$ cat src/rtl/core/stal_pkg.sv
// ----------------------------------------------------------------------------
// stal_pkg
// Shared sizes, codes and controller/datapath interface types for the
// self-organizing array list core.
// ----------------------------------------------------------------------------
package stal_pkg;

  localparam int CAPACITY    = 64;
  localparam int ADDR_W      = $clog2(CAPACITY);
  localparam int CNT_W       = $clog2(CAPACITY + 1);

  localparam int CMD_W       = 4;
  localparam int INDEX_W     = 6;
  localparam int WORD_W      = 32;
  localparam int TIMES_W     = 8;
  localparam int STATUS_W    = 3;
  localparam int POS_W       = 6;
  localparam int COUNT_W     = 7;
  localparam int TIMES_CNT_W = $clog2(TIMES_W);
  localparam int CMP_W       = (INDEX_W > CNT_W) ? INDEX_W : CNT_W;

  // Input beat layout, lowest bit first: index, value, times, zero padding.
  localparam int IN_VALUE_LSB = INDEX_W;
  localparam int IN_TIMES_LSB = INDEX_W + WORD_W;
  localparam int IN_USED_W    = INDEX_W + WORD_W + TIMES_W;
  localparam int IN_TDATA_W   = ((IN_USED_W + 7) / 8) * 8;

  // Output beat layout, lowest bit first: status, data, position, count.
  localparam int OUT_DATA_LSB  = STATUS_W;
  localparam int OUT_POS_LSB   = STATUS_W + WORD_W;
  localparam int OUT_COUNT_LSB = STATUS_W + WORD_W + POS_W;
  localparam int OUT_USED_W    = STATUS_W + WORD_W + POS_W + COUNT_W;
  localparam int OUT_TDATA_W   = ((OUT_USED_W + 7) / 8) * 8;

  typedef enum logic [CMD_W-1:0] {
    CMD_GET            = 4'd0,
    CMD_SET            = 4'd1,
    CMD_FIND           = 4'd2,
    CMD_FRONT          = 4'd3,
    CMD_BACK           = 4'd4,
    CMD_PUSH           = 4'd5,
    CMD_INSERT         = 4'd6,
    CMD_ROTATE         = 4'd7,
    CMD_FIND_TRANSPOSE = 4'd8
  } cmd_e;

  typedef enum logic [STATUS_W-1:0] {
    ST_OK        = 3'd0,
    ST_BAD_INDEX = 3'd1,
    ST_FULL      = 3'd2,
    ST_EMPTY     = 3'd3,
    ST_NOT_FOUND = 3'd4
  } status_e;

  typedef enum logic [3:0] {
    S_IDLE,
    S_DECODE,
    S_READ,
    S_SCAN,
    S_SWAP_RD,
    S_SWAP_WR,
    S_SHIFT,
    S_INS_WR,
    S_DIV,
    S_ROT_CHK,
    S_ROT_A,
    S_ROT_GAP,
    S_ROT_B,
    S_DONE
  } state_e;

  typedef enum logic [2:0] {
    PTR_HOLD,
    PTR_ZERO,
    PTR_INC,
    PTR_DEC,
    PTR_LAST,
    PTR_IDX
  } ptr_op_e;

  typedef enum logic [1:0] {
    WA_IDX,
    WA_LEN,
    WA_PTR,
    WA_PTR_NEXT
  } waddr_sel_e;

  typedef enum logic [1:0] {
    WD_VAL,
    WD_MAIN,
    WD_SCRATCH
  } wdata_sel_e;

  typedef struct packed {
    logic       load_in;
    ptr_op_e    ptr_op;
    logic       main_we;
    waddr_sel_e waddr_sel;
    wdata_sel_e wdata_sel;
    logic       scr_we;
    logic       wptr_rem;
    logic       wptr_step;
    logic       div_start;
    logic       div_step;
    logic       len_inc;
    logic       stage_we;
    status_e    stage_status;
    logic       stage_data;
    logic       stage_pos;
    logic       out_load;
  } ctrl_cmd_t;

  typedef struct packed {
    logic [CMD_W-1:0] cmd;
    logic             idx_ok;
    logic             empty;
    logic             full;
    logic             at_last;
    logic             at_idx;
    logic             at_zero;
    logic             hit;
    logic             div_last;
    logic             rem_zero;
    logic             out_free;
  } dp_stat_t;

endpackage

$ cat src/rtl/core/stal_ram.sv
// ----------------------------------------------------------------------------
// stal_ram
// Generic simple dual-port RAM: one write port, one read port, registered
// read data.
// ----------------------------------------------------------------------------
module stal_ram #(
  parameter int WIDTH = 32,
  parameter int DEPTH = 64
) (
  input  logic                     clk_i,
  input  logic                     we_i,
  input  logic [$clog2(DEPTH)-1:0] waddr_i,
  input  logic [WIDTH-1:0]         wdata_i,
  input  logic [$clog2(DEPTH)-1:0] raddr_i,
  output logic [WIDTH-1:0]         rdata_o
);

  logic [WIDTH-1:0] mem_q [DEPTH];

  always_ff @(posedge clk_i) begin
    if (we_i) begin
      mem_q[waddr_i] <= wdata_i;
    end
    rdata_o <= mem_q[raddr_i];
  end

endmodule

$ cat src/rtl/core/stal_ctrl.sv
// ----------------------------------------------------------------------------
// stal_ctrl
// Command sequencer: decodes each accepted command and steps the datapath
// through reads, searches, shifts and rotation passes.
// ----------------------------------------------------------------------------
module stal_ctrl
  import stal_pkg::*;
(
  input  logic      clk_i,
  input  logic      rst_ni,
  input  logic      in_valid_i,
  output logic      in_ready_o,
  input  dp_stat_t  stat_i,
  output ctrl_cmd_t cmd_o
);

  state_e state_q, state_d;

  always_ff @(posedge clk_i or negedge rst_ni) begin
    if (!rst_ni) begin
      state_q <= S_IDLE;
    end else begin
      state_q <= state_d;
    end
  end

  always_comb begin
    state_d            = state_q;
    in_ready_o         = 1'b0;
    cmd_o              = '0;
    cmd_o.ptr_op       = PTR_HOLD;
    cmd_o.waddr_sel    = WA_PTR;
    cmd_o.wdata_sel    = WD_VAL;
    cmd_o.stage_status = ST_OK;

    unique case (state_q)
      S_IDLE: begin
        in_ready_o = 1'b1;
        if (in_valid_i) begin
          cmd_o.load_in = 1'b1;
          state_d       = S_DECODE;
        end
      end

      S_DECODE: begin
        state_d = S_DONE;
        unique case (stat_i.cmd) inside
          CMD_GET: begin
            if (stat_i.idx_ok) begin
              cmd_o.ptr_op = PTR_IDX;
              state_d      = S_READ;
            end else begin
              cmd_o.stage_we     = 1'b1;
              cmd_o.stage_status = ST_BAD_INDEX;
            end
          end
          CMD_SET: begin
            cmd_o.stage_we = 1'b1;
            if (stat_i.idx_ok) begin
              cmd_o.main_we   = 1'b1;
              cmd_o.waddr_sel = WA_IDX;
            end else begin
              cmd_o.stage_status = ST_BAD_INDEX;
            end
          end
          CMD_FIND, CMD_FIND_TRANSPOSE: begin
            if (stat_i.empty) begin
              cmd_o.stage_we     = 1'b1;
              cmd_o.stage_status = ST_NOT_FOUND;
            end else begin
              cmd_o.ptr_op = PTR_ZERO;
              state_d      = S_SCAN;
            end
          end
          CMD_FRONT, CMD_BACK: begin
            if (stat_i.empty) begin
              cmd_o.stage_we     = 1'b1;
              cmd_o.stage_status = ST_EMPTY;
            end else begin
              cmd_o.ptr_op = (stat_i.cmd == CMD_FRONT) ? PTR_ZERO : PTR_LAST;
              state_d      = S_READ;
            end
          end
          CMD_PUSH: begin
            cmd_o.stage_we = 1'b1;
            if (stat_i.full) begin
              cmd_o.stage_status = ST_FULL;
            end else begin
              cmd_o.main_we   = 1'b1;
              cmd_o.waddr_sel = WA_LEN;
              cmd_o.len_inc   = 1'b1;
            end
          end
          CMD_INSERT: begin
            if (!stat_i.idx_ok) begin
              cmd_o.stage_we     = 1'b1;
              cmd_o.stage_status = ST_BAD_INDEX;
            end else if (stat_i.full) begin
              cmd_o.stage_we     = 1'b1;
              cmd_o.stage_status = ST_FULL;
            end else begin
              cmd_o.ptr_op = PTR_LAST;
              state_d      = S_SHIFT;
            end
          end
          CMD_ROTATE: begin
            if (stat_i.empty) begin
              cmd_o.stage_we     = 1'b1;
              cmd_o.stage_status = ST_EMPTY;
            end else begin
              cmd_o.div_start = 1'b1;
              state_d         = S_DIV;
            end
          end
          default: begin
            cmd_o.stage_we = 1'b1;
          end
        endcase
      end

      S_READ: begin
        cmd_o.stage_we   = 1'b1;
        cmd_o.stage_data = 1'b1;
        state_d          = S_DONE;
      end

      S_SCAN: begin
        if (stat_i.hit) begin
          if (stat_i.cmd == CMD_FIND) begin
            cmd_o.stage_we  = 1'b1;
            cmd_o.stage_pos = 1'b1;
            state_d         = S_DONE;
          end else if (stat_i.at_zero) begin
            cmd_o.stage_we = 1'b1;
            state_d        = S_DONE;
          end else begin
            cmd_o.ptr_op = PTR_DEC;
            state_d      = S_SWAP_RD;
          end
        end else if (stat_i.at_last) begin
          cmd_o.stage_we     = 1'b1;
          cmd_o.stage_status = ST_NOT_FOUND;
          state_d            = S_DONE;
        end else begin
          cmd_o.ptr_op = PTR_INC;
        end
      end

      S_SWAP_RD: begin
        cmd_o.main_we   = 1'b1;
        cmd_o.waddr_sel = WA_PTR_NEXT;
        cmd_o.wdata_sel = WD_MAIN;
        state_d         = S_SWAP_WR;
      end

      S_SWAP_WR: begin
        cmd_o.main_we   = 1'b1;
        cmd_o.stage_we  = 1'b1;
        cmd_o.stage_pos = 1'b1;
        state_d         = S_DONE;
      end

      S_SHIFT: begin
        cmd_o.main_we   = 1'b1;
        cmd_o.waddr_sel = WA_PTR_NEXT;
        cmd_o.wdata_sel = WD_MAIN;
        if (stat_i.at_idx) begin
          state_d = S_INS_WR;
        end else begin
          cmd_o.ptr_op = PTR_DEC;
        end
      end

      S_INS_WR: begin
        cmd_o.main_we  = 1'b1;
        cmd_o.len_inc  = 1'b1;
        cmd_o.stage_we = 1'b1;
        state_d        = S_DONE;
      end

      S_DIV: begin
        cmd_o.div_step = 1'b1;
        if (stat_i.div_last) begin
          state_d = S_ROT_CHK;
        end
      end

      S_ROT_CHK: begin
        if (stat_i.rem_zero) begin
          cmd_o.stage_we = 1'b1;
          state_d        = S_DONE;
        end else begin
          cmd_o.wptr_rem = 1'b1;
          cmd_o.ptr_op   = PTR_ZERO;
          state_d        = S_ROT_A;
        end
      end

      S_ROT_A: begin
        cmd_o.scr_we    = 1'b1;
        cmd_o.wptr_step = 1'b1;
        if (stat_i.at_last) begin
          state_d = S_ROT_GAP;
        end else begin
          cmd_o.ptr_op = PTR_INC;
        end
      end

      S_ROT_GAP: begin
        cmd_o.ptr_op = PTR_ZERO;
        state_d      = S_ROT_B;
      end

      S_ROT_B: begin
        cmd_o.main_we   = 1'b1;
        cmd_o.wdata_sel = WD_SCRATCH;
        if (stat_i.at_last) begin
          cmd_o.stage_we = 1'b1;
          state_d        = S_DONE;
        end else begin
          cmd_o.ptr_op = PTR_INC;
        end
      end

      S_DONE: begin
        if (stat_i.out_free) begin
          cmd_o.out_load = 1'b1;
          state_d        = S_IDLE;
        end
      end

      default: begin
        state_d = S_IDLE;
      end
    endcase
  end

endmodule

$ cat src/rtl/core/stal_dp.sv
// ----------------------------------------------------------------------------
// stal_dp
// Datapath: command registers, element count, list and scratch memories,
// address pointers, remainder unit and result registers.
// ----------------------------------------------------------------------------
module stal_dp
  import stal_pkg::*;
(
  input  logic                   clk_i,
  input  logic                   rst_ni,
  input  ctrl_cmd_t              cmd_i,
  output dp_stat_t               stat_o,
  input  logic [IN_TDATA_W-1:0]  s_axis_tdata,
  input  logic [CMD_W-1:0]       s_axis_tuser,
  output logic                   m_axis_tvalid,
  input  logic                   m_axis_tready,
  output logic [OUT_TDATA_W-1:0] m_axis_tdata
);

  logic [CMD_W-1:0]       op_q;
  logic [INDEX_W-1:0]     idx_q;
  logic [WORD_W-1:0]      val_q;
  logic [CNT_W-1:0]       len_q, len_d, len_last;
  logic [ADDR_W-1:0]      ptr_q, ptr_d, ptr_next;
  logic [ADDR_W-1:0]      wptr_q, wptr_d;
  logic [CNT_W-1:0]       rem_q, rem_d;
  logic [CNT_W:0]         rem_sh;
  logic [TIMES_W-1:0]     times_sh_q;
  logic [TIMES_CNT_W-1:0] div_cnt_q;

  logic                   main_we;
  logic [ADDR_W-1:0]      main_waddr;
  logic [WORD_W-1:0]      main_wdata, main_rdata, scr_rdata;

  status_e                stage_status_q, out_status_q;
  logic [WORD_W-1:0]      stage_data_q, out_data_q;
  logic [ADDR_W-1:0]      stage_pos_q, out_pos_q;
  logic [CNT_W-1:0]       out_count_q;
  logic                   out_valid_q, out_valid_d;

  assign len_last = len_q - 1'b1;
  assign ptr_next = ptr_q + 1'b1;

  // Control registers.
  always_ff @(posedge clk_i or negedge rst_ni) begin
    if (!rst_ni) begin
      len_q       <= '0;
      out_valid_q <= 1'b0;
    end else begin
      len_q       <= len_d;
      out_valid_q <= out_valid_d;
    end
  end

  assign len_d       = cmd_i.len_inc ? len_q + 1'b1 : len_q;
  assign out_valid_d = cmd_i.out_load ? 1'b1 : (m_axis_tready ? 1'b0 : out_valid_q);

  always_comb begin
    unique case (cmd_i.ptr_op)
      PTR_HOLD: ptr_d = ptr_q;
      PTR_ZERO: ptr_d = '0;
      PTR_INC:  ptr_d = ptr_q + 1'b1;
      PTR_DEC:  ptr_d = ptr_q - 1'b1;
      PTR_LAST: ptr_d = ADDR_W'(len_last);
      PTR_IDX:  ptr_d = ADDR_W'(idx_q);
      default:  ptr_d = ptr_q;
    endcase
  end

  always_comb begin
    if (cmd_i.wptr_rem) begin
      wptr_d = ADDR_W'(rem_q);
    end else if (cmd_i.wptr_step) begin
      wptr_d = (CNT_W'(wptr_q) == len_last) ? '0 : wptr_q + 1'b1;
    end else begin
      wptr_d = wptr_q;
    end
  end

  // One restoring step of times modulo length per cycle.
  assign rem_sh = {rem_q, times_sh_q[TIMES_W-1]};
  assign rem_d  = (rem_sh >= (CNT_W+1)'(len_q)) ? CNT_W'(rem_sh - (CNT_W+1)'(len_q))
                                                : CNT_W'(rem_sh);

  always_ff @(posedge clk_i) begin
    if (cmd_i.load_in) begin
      op_q       <= s_axis_tuser;
      idx_q      <= s_axis_tdata[INDEX_W-1:0];
      val_q      <= s_axis_tdata[IN_VALUE_LSB +: WORD_W];
      times_sh_q <= s_axis_tdata[IN_TIMES_LSB +: TIMES_W];
    end else if (cmd_i.div_step) begin
      times_sh_q <= {times_sh_q[TIMES_W-2:0], 1'b0};
    end
    if (cmd_i.div_start) begin
      rem_q     <= '0;
      div_cnt_q <= '0;
    end else if (cmd_i.div_step) begin
      rem_q     <= rem_d;
      div_cnt_q <= div_cnt_q + 1'b1;
    end
    ptr_q  <= ptr_d;
    wptr_q <= wptr_d;
    if (cmd_i.stage_we) begin
      stage_status_q <= cmd_i.stage_status;
      stage_data_q   <= cmd_i.stage_data ? main_rdata : '0;
      stage_pos_q    <= cmd_i.stage_pos ? ptr_q : '0;
    end
    if (cmd_i.out_load) begin
      out_status_q <= stage_status_q;
      out_data_q   <= stage_data_q;
      out_pos_q    <= stage_pos_q;
      out_count_q  <= len_q;
    end
  end

  always_comb begin
    case (cmd_i.waddr_sel)
      WA_IDX:      main_waddr = ADDR_W'(idx_q);
      WA_LEN:      main_waddr = ADDR_W'(len_q);
      WA_PTR:      main_waddr = ptr_q;
      WA_PTR_NEXT: main_waddr = ptr_next;
      default:     main_waddr = ptr_q;
    endcase
    case (cmd_i.wdata_sel)
      WD_VAL:     main_wdata = val_q;
      WD_MAIN:    main_wdata = main_rdata;
      WD_SCRATCH: main_wdata = scr_rdata;
      default:    main_wdata = val_q;
    endcase
  end

  assign main_we = cmd_i.main_we;

  stal_ram #(
    .WIDTH (WORD_W),
    .DEPTH (CAPACITY)
  ) u_list_ram (
    .clk_i   (clk_i),
    .we_i    (main_we),
    .waddr_i (main_waddr),
    .wdata_i (main_wdata),
    .raddr_i (ptr_d),
    .rdata_o (main_rdata)
  );

  stal_ram #(
    .WIDTH (WORD_W),
    .DEPTH (CAPACITY)
  ) u_scratch_ram (
    .clk_i   (clk_i),
    .we_i    (cmd_i.scr_we),
    .waddr_i (wptr_q),
    .wdata_i (main_rdata),
    .raddr_i (ptr_d),
    .rdata_o (scr_rdata)
  );

  assign stat_o.cmd      = op_q;
  assign stat_o.idx_ok   = CMP_W'(idx_q) < CMP_W'(len_q);
  assign stat_o.empty    = (len_q == '0);
  assign stat_o.full     = (len_q >= CNT_W'(CAPACITY));
  assign stat_o.at_last  = (CNT_W'(ptr_q) == len_last);
  assign stat_o.at_idx   = (CMP_W'(ptr_q) == CMP_W'(idx_q));
  assign stat_o.at_zero  = (ptr_q == '0);
  assign stat_o.hit      = (main_rdata == val_q);
  assign stat_o.div_last = (div_cnt_q == TIMES_CNT_W'(TIMES_W - 1));
  assign stat_o.rem_zero = (rem_q == '0);
  assign stat_o.out_free = !out_valid_q || m_axis_tready;

  assign m_axis_tvalid = out_valid_q;
  assign m_axis_tdata  = OUT_TDATA_W'({COUNT_W'(out_count_q),
                                       POS_W'(out_pos_q),
                                       out_data_q,
                                       out_status_q});

endmodule

$ cat src/rtl/core/search_transpose_array_list_core.sv
// ----------------------------------------------------------------------------
// search_transpose_array_list_core
// Fixed-capacity list of 32-bit words with get, set, find, front, back,
// push, insert, rotate and find-with-transpose commands, one result each.
// ----------------------------------------------------------------------------
//
//   Channel   Direction  Beat contents (lowest bit first)
//   s_axis    in         tdata: index, value, times; tuser: cmd
//   m_axis    out        tdata: status, data, position, count
//
// Get, front and back read one word, set and push write one, and flagged
// commands only report a status. Find walks one word per cycle, a transpose
// hit swaps with the word before, insert shifts the tail up a word at a time,
// and rotate takes times modulo length, then copies the list via scratch and
// back. Reset clears the count and the output valid flag, with no clearing
// pass. A new command is taken while a result waits; its own result then waits.
//
module search_transpose_array_list_core
  import stal_pkg::*;
(
  input  logic                   clk_i,
  input  logic                   rst_ni,

  input  logic                   s_axis_tvalid,
  output logic                   s_axis_tready,
  input  logic [IN_TDATA_W-1:0]  s_axis_tdata,   // index, value, times, zero pad
  input  logic [CMD_W-1:0]       s_axis_tuser,   // cmd

  output logic                   m_axis_tvalid,
  input  logic                   m_axis_tready,
  output logic [OUT_TDATA_W-1:0] m_axis_tdata    // status, data, position, count
);

  ctrl_cmd_t ctrl_cmd;
  dp_stat_t  dp_stat;

  // The sequencer owns the input handshake and every step of a command.
  stal_ctrl u_ctrl (
    .clk_i      (clk_i),
    .rst_ni     (rst_ni),
    .in_valid_i (s_axis_tvalid),
    .in_ready_o (s_axis_tready),
    .stat_i     (dp_stat),
    .cmd_o      (ctrl_cmd)
  );

  // The datapath holds the list, the pointers and the result registers, and
  // drives the output beat.
  stal_dp u_dp (
    .clk_i         (clk_i),
    .rst_ni        (rst_ni),
    .cmd_i         (ctrl_cmd),
    .stat_o        (dp_stat),
    .s_axis_tdata  (s_axis_tdata),
    .s_axis_tuser  (s_axis_tuser),
    .m_axis_tvalid (m_axis_tvalid),
    .m_axis_tready (m_axis_tready),
    .m_axis_tdata  (m_axis_tdata)
  );

endmodule
$ cat config.mk
export PLATFORM = sky130hd
export DESIGN_NAME = search_transpose_array_list_core
export DESIGN_NICKNAME = d
export VERILOG_FILES = /design/src/rtl/core/stal_pkg.sv /design/src/rtl/core/stal_ram.sv /design/src/rtl/core/stal_ctrl.sv /design/src/rtl/core/stal_dp.sv /design/src/rtl/core/search_transpose_array_list_core.sv
export SDC_FILE = /design/constraint.sdc
export NUM_CORES = 2
export LEC_CHECK = 0
export BUFFER_PORTS_ARGS = -buffer_cell sky130_fd_sc_hd__buf_2
export CAP_MARGIN = 40
export CORE_MARGIN = 2
export CORE_UTILIZATION = 50
export DETAILED_ROUTE_END_ITERATION = 12
export GPL_ROUTABILITY_DRIVEN = 0
export PLACE_DENSITY = 0.71
export SLEW_MARGIN = 20
export SYNTH_ARGS = -nofsm -noshare
export SYNTH_HDL_FRONTEND = slang
export SYNTH_SLANG_ARGS = --single-unit
$ cat constraint.sdc
create_clock -name clk_i -period 14.8 [get_ports clk_i]
set_input_delay 1.48 -clock clk_i [delete_from_list [all_inputs] [get_ports clk_i]]
set_output_delay 1.48 -clock clk_i [all_outputs]
set_load 0.05 [all_outputs]
* Word-level counts from Yosys, hierarchy flattened
Memory sizes are Yosys's and may differ from the RTL's. A register that Yosys moved wholly into a read port is not among the register bits. Index checks and enable logic that the tools add are counted.
Operators by class: muxes and demuxes 90, equal/unequal tests 41, magnitude comparators 3, reductions and logical operators 19, add/sub/neg operators 7
Operator list (count):
- $mux 4 | 20
- $pmux 32 s2 | 1
- $pmux 4 s12 | 1
- $mux 3 | 12
- $pmux 3 s6 | 2
- $eq 32x32->1 | 1
- $eq 4x3->1 const B | 8
- $mux 1 | 31
- $pmux 6 s5 | 1
- $eq 4x4->1 const B | 7
- $pmux 6 s4 | 1
- $pmux 4 s5 | 1
- $mux 6 | 3
- $eq 4x2->1 const B | 4
- $mux 8 | 2
- $eq 6x7->1 | 2
- $logic_not 7->1 | 2
- $add 6x1->6 const B | 2
- $pmux 3 s2 | 2
- $pmux 3 s4 | 1
- $ne 2x2->1 const B | 5
- $eq 3x3->1 const B | 3
- $eq 4x1->1 const B | 2
- $ge 8x7->1 | 1
- other kinds (28) | 45
Storage, ports and cells: output and inout port bits 50, register bits after elaboration 173, memories 2, bits in writable memories 4096
Memory list:
- u_dp.u_list_ram.mem_q | depth 64, width 32, rd ports 1, clocked after Yosys merged registers in 1, write ports 1, line stal_ram.sv:18 | logic [WIDTH-1:0] mem_q [DEPTH];
- u_dp.u_scratch_ram.mem_q | depth 64, width 32, rd ports 1, clocked after Yosys merged registers in 1, write ports 1, line stal_ram.sv:18

* Depth between registers and ports, before layout
depth after elaboration 7, gate-level depth with buffers 22, mapped depth without buffers 15

* Modules after synthesis
A second synthesis with hierarchy kept.
Unflattened totals: cells, all modules 7491, area, all modules 166268.2 µm²
Modules (own cells, without submodules):
- stal_ram (u_dp.u_scratch_ram) | sequential area each 62139.6 µm², cells an instance 3324, area each 78515.3 µm², times used 1
- stal_ram (u_dp.u_list_ram) | sequential area each 62139.6 µm², cells an instance 3323, area each 78502.8 µm², times used 1
- stal_dp | sequential area each 4874.7 µm², cells an instance 679, area each 8225.4 µm², times used 1
- stal_ctrl | sequential area each 100.1 µm², cells an instance 165, area each 1024.7 µm², times used 1

* Worst setup path after synthesis
OpenSTA, ideal clock, no wires.
path kind input -> register, start point input port m_axis_tready, end point register u_dp.out_count_q[0] (enable), setup time 0.513 ns, setup slack 9.481 ns, data arrival time 4.806 ns, data required time 14.287 ns, buffers on the path 0, stages on the path 2, cells stage by stage nor2b_1 nor3_1
RTL lines:
- from (decl) | line search_transpose_array_list_core.sv:30 | input logic m_axis_tready,
- to (signal assigned) | line stal_dp.sv:112 | out_count_q <= len_q;
- to (decl) | line stal_dp.sv:38 | logic [CNT_W-1:0] out_count_q;

* Worst setup path in the final report
start point register u_dp.u_list_ram.rdata_o[21], read port of u_dp.u_list_ram.mem_q, end point register u_dp.u_list_ram.rdata_o[31], read port of u_dp.u_list_ram.mem_q
Between the ends: word-level cells in the longest chain between the ends 5, elaborated cells on any way between the ends 9
Ends and longest elaborated chain:
- from (decl) | line stal_ram.sv:15 | output logic [WIDTH-1:0] rdata_o
- $eq 32x32->1 (*) | line stal_dp.sv:165 | assign stat_o.hit = (main_rdata == val_q);
- $mux 3 (*) | line stal_ctrl.sv:128 | if (stat_i.hit) begin
- $pmux 3 s6 (*) | line stal_ctrl.sv:36 | unique case (state_q)
- $eq 3x3->1, or another cell as far along | line stal_dp.sv:59 | unique case (cmd_i.ptr_op)
- $pmux 6 s5 (*) | line stal_dp.sv:59
Mark *: on every way between the ends. The rest lies on a longest branch, timed or not. A chain may end at the register's enable or synchronous reset.

==> flow_summary.json <==
{
  "cellLeakagePower_nw": 60.4,
  "clock-sinks": 4333,
  "layout.cells.non_filler": 13936,
  "max_freq_mhz": 112,
  "seqCellArea_um2": 129000,
  "p_clk_frac": 0.233,
  "cts_max_level": 5,
  "cts_resized": 0,
  "synth_seq_area_share": 0.762,
  "wl_met3_um": 69100,
  "clock_path_buffers": 4,
  "critPathMaxStageDelay_ps": 810,
  "setup_ws_ps": 5900,
  "route.met2.wl_um": 219000,
  "cts_hold_buffers": 0,
  "netSwitchingFraction": 0.369,
  "antenna_found_initial": 36,
  "dp_hpwl_um": 266000,
  "rows": 213,
  "drt_wl_total_um": 485000,
  "port_buffers": 103,
  "nFillCells": 24208,
  "hold_viol_final": 0,
  "min_path_type": "in -> async",
  "layout_min_cycle_time_ps": 8900,
  "cp_top_family": "buffers and inverters",
  "dieArea_um2": 344000,
  "wl_met1_um": 171000,
  "slew_headroom": 0.300,
  "crit_path_start_kind": "register",
  "synthFlopType": "edfxtp_1",
  "switching_power_mw": 16.0,
  "die_y_um": 586,
  "placedCellCount": 13149,
  "crit_buf_inv": 5,
  "synth_cell_types": 93,
  "viasPerCell": 6.73,
  "p_comb_frac": 0.410,
  "criticalPathCategory": "reg -> reg",
  "multi_input_area_um2": 38600,
  "worst_slew_pin_slew_ps": 1050,
  "p_int_mw": 27.5,
  "path_cells": "buf_4, xor2_1, nor4_1, and4_1, a21oi_1, o21ai_2, nand3_4, a31o_4, inv_16, buf_4, buf_4, buf_4, mux4_2, a21oi_1, nand3_1, o211a_1",
  "fin_crit_sh": 0.601,
  "synth_fp_nets": 8813,
  "insertion_delay_ps": 950,
  "dpl_cell_area_um2": 177000,
  "cts_root_buf": "clkbuf_16",
  "drtIter0Drc": 16227,
  "slowest_stage": "nor4_1",
  "synth_seq_cells": 4333,
  "drt-pass1-iter-count": 8,
  "status": "complete, no violations",
  "max-cap-violations": 0,
  "synth_edf_count": 4241,
  "grt-ovfl-total": 0,
  "setup_viol": 0,
  "cts_buffers": 399,
  "dr.max_layer_used": "met5",
  "ir_drop_uv": 246,
  "drive_above_1_share": 0.227,
  "cts_tree": "built",
  "crit_top_cell": "buf_4",
  "antenna_left": 0,
  "dp_slack_ps": 6090,
  "path_clk_slew_ps": 70,
  "wire_per_inst_um": 34.8,
  "p_total_mw": 43.5,
  "power_frac_seq": 0.357,
  "crit_fanout": 141,
  "fin_setup_tns_ps": 0,
  "syn_inst": 8734,
  "post_cts_buffers": 0,
  "end_kind": "register",
  "dr_total_vias": 93790,
  "cp.arrival_ps": 9690,
  "grt_pass1_vias": 90835,
  "io-pin-count": 106,
  "grt_max_degree": 142,
  "rsz0062_at_grt": "false",
  "power_density_nw_per_um2": 228,
  "grt_pass1_wl_um": 674000,
  "syn2layout_area_growth_pct": 12.5,
  "synthesis.area_um2": 170000,
  "drc": 0,
  "synthArstFlopShare": 0.00277,
  "die_x_um": 586,
  "synth_warnings": 0,
  "worst_clock_skew_ps": 57.2,
  "grt.total_usage": 0.279,
  "design_area_um2": 191000,
  "drv_slew": 0,
  "core_area_um2": 337000,
  "cp_data_required_time_ps": 15590,
  "start_util": 0.503,
  "avgSynthCellArea_um2": 19.4,
  "nets": 9149
}
final timing paths:
| path | slack, ps | from | end | cells past startpoint |
|---|---|---|---|---|
| max | 5900 | u_dp.u_list_ram.rdata_o[21]$_DFF_P_ | u_dp.u_list_ram.rdata_o[31]$_DFF_P_ | 16 |
| min | 400 | rst_ni | u_dp.len_q[1]$_DFFE_PN0P_ | 1 |
| max reg2reg | 5900 | u_dp.u_list_ram.rdata_o[21]$_DFF_P_ | u_dp.u_list_ram.rdata_o[31]$_DFF_P_ | 16 |
| min reg2reg | 420 | u_dp.stage_data_q[1]$_SDFFCE_PN0P_ | u_dp.out_data_q[1]$_DFFE_PP_ | 0 |
| max in group asynchronous | 14180 | rst_ni | u_dp.len_q[2]$_DFFE_PN0P_ | 1 |
| min in group clk_i | 420 | u_dp.stage_data_q[1]$_SDFFCE_PN0P_ | u_dp.out_data_q[1]$_DFFE_PP_ | 0 |
power groups by stage:
stage	Clock, mW	Sequential, mW	Combinational (mW)
finish	10.2	15.5	17.8
detailed placement	0	15.8	17.2
CTS	10.2	15.5	17.3
global placement	0	15.8	16.7
global route	10.7	15.5	18.6
floorplan	0	16.2	11.2
worst register-to-register path, stage by stage, from the launching register on:
cell	delay (ps)
dfxtp_2	310
buf_4	620
xor2_1	240
nor4_1	810
and4_1	380
a21oi_1	150
o21ai_2	540
nand3_4	670
a31o_4	690
inv_16	590
buf_4	800
buf_4	720
buf_4	850
mux4_2	470
a21oi_1	200
nand3_1	400
o211a_1	320
metrics by stage:
step / utilization / hold WS, ps
floorplan: - / 400
global placement: 0.525 / 402
detailed placement: 0.526 / 405
CTS: 0.564 / 368
global route: 0.566 / 414
finish: 0.566 / 404
cells in the final DEF (no fill, tap or decap), types with 31 or more instances in the layout:
master and count:
nor3_1 60, o31a_1 86, and2_1 66, a211oi_1 69, a22oi_1 239, clkbuf_16 410, nand4_1 54, bufinv_16 31
clkinv_1 68, xor2_1 47, o221ai_1 38, nand3_1 226, buf_4 313, a21oi_1 196, a32oi_1 38, nor2_4 140
dfxtp_1 48, o21ai_4 33, a2111oi_0 90, mux2i_1 217, buf_2 116, inv_1 45, o21ai_0 52, mux4_2 790
and3_1 42, a31oi_1 34, clkinv_2 84, clkbuf_1 84, nand2_1 611, a221oi_1 74, nor2_1 60, o22ai_1 84
edfxtp_1 4241, dfxtp_2 32
synth_stat cells, types with 65 or more instances:
| master | number | share of area |
|---|---|---|
| dfxtp_1 | 80 | 0.0094 |
| a211oi_1 | 69 | 0.0031 |
| o22ai_1 | 84 | 0.0031 |
| nand3_1 | 226 | 0.0067 |
| clkbuf_1 | 225 | 0.0050 |
| buf_2 | 169 | 0.0050 |
| o21ai_0 | 85 | 0.0025 |
| nor2_1 | 198 | 0.0044 |
| nand2_1 | 611 | 0.014 |
| o31a_1 | 86 | 0.0044 |
| and2_1 | 66 | 0.0024 |
| a21oi_1 | 197 | 0.0058 |
| a22oi_1 | 239 | 0.011 |
| a2111oi_0 | 90 | 0.0046 |
| mux4_2 | 790 | 0.10 |
| mux2i_1 | 218 | 0.013 |
| buf_4 | 77 | 0.0034 |
| nor3_1 | 65 | 0.0019 |
| edfxtp_1 | 4241 | 0.75 |
| a221oi_1 | 74 | 0.0038 |
cell families after synthesis:
logic type,share of synthesized area
AOI/OAI and AO/OA,0.0557
buffers and inverters,0.0188
xor gates and xnor gates,0.00414
and+or+nand+nor,0.0377
adders and majority gates,0.00174
muxes,0.119
DFF,0.762
sequential cells by signal (all words and copies together), names as in the netlist, 6 cells and up:
name and count:
u_dp.out_data_q 32, u_dp.ptr_q 6, u_dp.times_sh_q 8, u_dp.u_list_ram.rdata_o 32
u_dp.val_q 32, u_dp.wptr_q 6, u_dp.out_count_q 7, u_dp.u_list_ram.mem_q 2048
u_dp.u_scratch_ram.rdata_o 32, u_dp.rem_q 7, u_dp.idx_q 6, u_dp.stage_data_q 32
u_dp.u_scratch_ram.mem_q 2048, u_dp.out_pos_q 6, u_dp.stage_pos_q 6, u_dp.len_q 7
layout make-up:
cell class	instances	area share
clock buffer	510	0.0566
antenna	20	0.000262
timing repair buffer	489	0.0213
multi-input combinational	3793	0.203
clock inverter	222	0.0104
inverter	54	0.00122
tap	4515	0.0296
sequential	4333	0.678
per-layer routing:
layer / GRT usage / up-vias
met2: 0.417 / 7280
li1: - / 36944
met1: 0.377 / 48383
met5: 0 / -
met3: 0.0808 / 1169
met4: 0.136 / 14
(Power assumes the default switching activity.)
